File: src/hdl/ofv_pkg.sv
// Shared constants and types for the orthonormal frame block.
package ofv_pkg;

    localparam int FRAC_BITS = 16;
    localparam int DW        = 32;
    localparam int SQA_W     = 2 * DW;
    localparam int SA_W      = SQA_W + 2;
    localparam int XW        = 2 * DW;
    localparam int SQX_W     = 2 * XW;
    localparam int SX_W      = SQX_W + 2;
    localparam int ML_W      = 16;
    localparam int LIM_W     = 2 * ML_W;
    localparam int NORM_W    = SX_W + 64;
    localparam int TGT_SHIFT = 62;
    localparam int Q_W       = 32;
    localparam int NSTG      = Q_W;
    localparam int NCOL      = 9;

    localparam logic [ML_W-1:0] ML_RESET = 16'd66;

    typedef struct packed {
        logic [2:0]             sgn_a;
        logic [2:0][SQA_W-1:0]  sq_a;
        logic [SA_W-1:0]        s_a;
        logic                   ok_a;
        logic [2:0]             sgn_x;
        logic [2:0][SQX_W-1:0]  sq_x;
        logic [SX_W-1:0]        s_x;
        logic                   ok_x;
    } t_job;

    typedef struct packed {
        logic [2:0] sgn_a;
        logic [2:0] sgn_x;
        logic       ok_a;
        logic       ok_x;
    } t_meta;

endpackage

File: src/hdl/ofv_jobq.sv
// Two-entry queue of classified words between front and back.
module ofv_jobq import ofv_pkg::*; (
    input  logic i_clk,
    input  logic i_rst_n,
    input  logic i_push,
    input  t_job i_job,
    input  logic i_pop,
    output logic o_full,
    output logic o_empty,
    output t_job o_job
);

    t_job       r_mem [2];
    logic       r_wp;
    logic       r_rp;
    logic [1:0] r_cnt;
    logic       wr;
    logic       rd;

    assign o_full  = (r_cnt == 2'd2);
    assign o_empty = (r_cnt == 2'd0);
    assign wr      = i_push && !o_full;
    assign rd      = i_pop && !o_empty;
    assign o_job   = r_mem[r_rp];

    always_ff @(posedge i_clk) begin
        if (!i_rst_n) begin
            r_wp  <= 1'b0;
            r_rp  <= 1'b0;
            r_cnt <= 2'd0;
        end else begin
            if (wr) begin
                r_wp <= !r_wp;
            end
            if (rd) begin
                r_rp <= !r_rp;
            end
            r_cnt <= r_cnt + 2'(wr) - 2'(rd);
        end
    end

    always_ff @(posedge i_clk) begin
        if (wr) begin
            r_mem[r_wp] <= i_job;
        end
    end

endmodule

File: config.mk
export PLATFORM = sky130hd
export DESIGN_NAME = ofv_jobq
export DESIGN_NICKNAME = d
export VERILOG_FILES = /design/src/hdl/ofv_pkg.sv /design/src/hdl/ofv_jobq.sv
export SDC_FILE = /design/constraint.sdc
export NUM_CORES = 1
export LEC_CHECK = 0
export ABC_AREA = 0
export BUFFER_PORTS_ARGS = -buffer_cell sky130_fd_sc_hd__buf_2
export CAP_MARGIN = 0
export CORE_AREA = 10 10 595 597
export DETAILED_ROUTE_END_ITERATION = 12
export DIE_AREA = 0 0 605 607
export PLACE_DENSITY_LB_ADDON = 0.08
export SYNTH_ARGS = -nofsm -noshare
export SYNTH_HDL_FRONTEND = slang
export SYNTH_SLANG_ARGS = --single-unit
File: constraint.sdc
create_clock -name i_clk -period 87.7 [get_ports i_clk]
set_clock_uncertainty 0.1 [all_clocks]
set_input_delay 17.54 -clock i_clk [delete_from_list [all_inputs] [get_ports i_clk]]
set_output_delay 17.54 -clock i_clk [all_outputs]
set_load 0.05 [all_outputs]
==> flow_summary.toml <==
[outcome]
outcome = "complete, no violations"

[placement]
dpl.hpwl_um = 196000
post_dp_cell_area_sq_um = 70500
portBuffers = 1565
dp_slack_ns = 64.25
gp_congestion = 0.793

[critical_path]
critPathRequiredTime_ns = 70.06
critPathKind = "flip-flop to output port"
r2r-start = "r_cnt[0]$_SDFF_PN0_"
start_kind = "flip-flop"
rr_endpoint = "r_mem[1][489]$_DFFE_PP_"
critical_path.endpoint = "o_job[555]"
cp_max_fo = 47
worstRegToRegCells = 6
cp_cell_sequence = "buf_4 > buf_4 > buf_4 > buf_4 > buf_4 > mux2_2 > buf_2"
crit_path_max_incr_delay_ns = 0.83
r2r_slack_ns = 82.72
arrival_ns = 6.43
cp_common_cell = "buf_4"
critical_path.slowest_cell = "buf_4"
cp-end-kind = "output port"

[finish]
drive_gt1_frac = 0.611
multiInputGateArea_sq_um = 9670
finish.net_count = 4958
finalInstanceArea_sq_um = 76700
final_util = 0.224
fillerInstances = 36007
final_cell_mix = "buf_2 (1565), edfxtp_1 (1560), mux2_2 (580)"
final-seq-area_sq_um = 46900
areaGrowthSynthToFinish_pct = 33.8
layout_commonest_cell = "buf_2"

[drt]
wl_per_cell_um = 28.4
vias = 31511
drc = 0
wl_met1_um = 84200
route.met2.wl_um = 138000
avgViaCountPerCell = 3.53
wl_um = 253000
ant_nets = 0
wl_met3_um = 20100
drt_iter0_drc = 1593
highest_layer = "met5"
drt_first_pass_iters = 5

[cts]
cts_buffer_depth = 4
postCtsSetupBuffers = 0
cts_hold_buffers = 0
clock-sinks = 1565
cts_tree = "done"
cts_root_buf = "clkbuf_16"
cts.clk_slew.worst_paths_ns = 0.06
ctsResizeCount = 0
ctsHtreeMaxLevel = 4
clock_latency_ns = 0.85
numCtsBuffers = 201

[power]
p_switching_w = 0.00116
swShare = 0.411
p_leak_nw = 27.5
p_per_area_nw_per_um2 = 36.9
comb_power_share = 0.373
p_int_w = 0.00167
pwr-share-clk = 0.272
vdd_drop_max_mv = 0.0215
p_seq_frac = 0.355

[logic_synthesis]
ys_warn_count = 0
yosysSeqAreaShare = 0.819
syn_area_sq_um = 57300
yosys_register_bits = 1565
syn_inst = 2454
avgSynthCellArea_sq_um = 23.4
syn_nets = 3240
synth_cell_type_count = 19

[timing]
rsz0062_at_grt = "false"
hold_viol = 0
setup_viol = 0
tightest_slew_ns = 1.08
slew_headroom = 0.277
finalWorstPathRequiredPeriod_ns = 24.07
max_freq_mhz = 41.5
finalSetupTns_ns = 0
drv_slew = 0
fin_crit_sh = 0.274
setup_ws_ns = 63.63

[job]
maxCapViolCount = 0

[global_routing]
grt_pass1_wl_um = 323000
overflow = 0
grt_max_degree = 143
antenna_found_initial = 318
gr-usage-all-layers = 0.130
grt_pass1_vias = 33145

[hold_path]
worstHoldPathType = "flip-flop to flip-flop"

[floorplan]
core_sq_um = 342000
die-area_sq_um = 367000
rows = 215
initial_core_util = 0.168
fp.dieH_um = 607
boundaryPins = 1566
die_w_um = 605
[worst max-delay path, delay by kind of cell (launching register included)]
kind | cells | cell delay (ns)
flops | 1 | 0.79
buf+inv | 6 | 4.10
mux | 1 | 0.41
[registers in the layout, summed over array words and instances, names as in the netlist, named ones only]
register,flops
r_rp,1
r_wp,1
r_cnt,2
r_mem,1560
[cell type report]
cell class                      instances  share of cell area
Antenna cell                           53             0.00173
Sequential cell                      1565               0.612
Timing Repair Buffer                 1602               0.107
Multi-Input combinational cell        799               0.126
Tap cell                             4557              0.0743
Inverter                                3            0.000147
Clock buffer                          254              0.0693
Clock inverter                        104             0.00979
[worst min path at each step]
stage,slack [ns],cells after the start,from,to
floorplan,0.35,2,r_wp$_SDFFE_PN0P_,r_wp$_SDFFE_PN0P_
CTS,0.40,2,r_rp$_SDFFE_PN0P_,flip-flop
finish,0.41,2,r_rp$_SDFFE_PN0P_,flip-flop
global placement,0.40,2,r_rp$_SDFFE_PN0P_,r_rp$_SDFFE_PN0P_
global route,0.45,2,r_rp$_SDFFE_PN0P_,r_rp$_SDFFE_PN0P_
detailed placement,0.41,2,r_rp$_SDFFE_PN0P_,r_rp$_SDFFE_PN0P_
[cells in the mapped netlist]
| cell | n | area, sq um |
|---|---|---|
| nand2_1 | 2 | 7.51 |
| mux2_4 | 200 | 3000 |
| xor2_1 | 1 | 8.76 |
| buf_2 | 14 | 70.1 |
| inv_1 | 3 | 11.3 |
| mux2i_1 | 1 | 10.0 |
| nor2_1 | 5 | 18.8 |
| buf_4 | 50 | 375 |
| buf_6 | 23 | 259 |
| and2_1 | 2 | 12.5 |
| nor3_1 | 1 | 5.00 |
| dfxtp_1 | 5 | 100 |
| nand2b_1 | 2 | 12.5 |
| and3_1 | 1 | 6.26 |
| o21a_1 | 1 | 7.51 |
| edfxtp_1 | 1560 | 46800 |
| xnor2_1 | 1 | 8.76 |
| mux2_2 | 580 | 6530 |
| ha_1 | 2 | 25.0 |
[cells by family (layout without fill, tap and decap cells)]
| kind of cell | Yosys count | after routing | synth area share |
|---|---|---|---|
| flip-flops | 1565 | 1565 | 0.819 |
| multiplexers | 781 | 781 | 0.167 |
| buffers and inverters | 90 | 1963 | 0.0125 |
| AND/OR/NAND/NOR | 13 | 13 | 0.00109 |
| adder cells (fa/ha/maj) | 2 | 2 | 0.000437 |
| XOR/XNOR | 2 | 2 | 0.000306 |
| AO/OA/AOI/OAI | 1 | 1 | 0.000131 |
| other | 0 | 53 | 0 |
[power by group through the flow]
stage | sequential, W | combinational, W | clock, W
6_report | 0.00101 | 0.00106 | 0.000771
5_1_grt | 0.00101 | 0.00110 | 0.000836
4_1_cts | 0.00101 | 0.00109 | 0.000808
3_5_place_dp | 0.00102 | 0.00109 | 0
3_3_place_gp | 0.00102 | 0.00109 | 0
2_1_floorplan | 0.00115 | 0.000773 | 0
[routing by layer]
metal | global-route usage | up-vias
li1 | - | 13398
met1 | 0.126 | 15666
met2 | 0.253 | 1532
met3 | 0.0478 | 811
met4 | 0.0402 | 104
met5 | 0 | -
[through the flow]
step | hold slack, ns | std cells | power, W
after global placement | 0.396 | 8526 | 0.00211
after global routing | 0.447 | 8906 | 0.00295
after detailed placement | 0.406 | 8526 | 0.00211
after CTS | 0.404 | 8884 | 0.00290
after floorplan | 0.355 | 2454 | 0.00193
final | 0.412 | 8937 | 0.00283
Power figures use the tool's default switching activity.
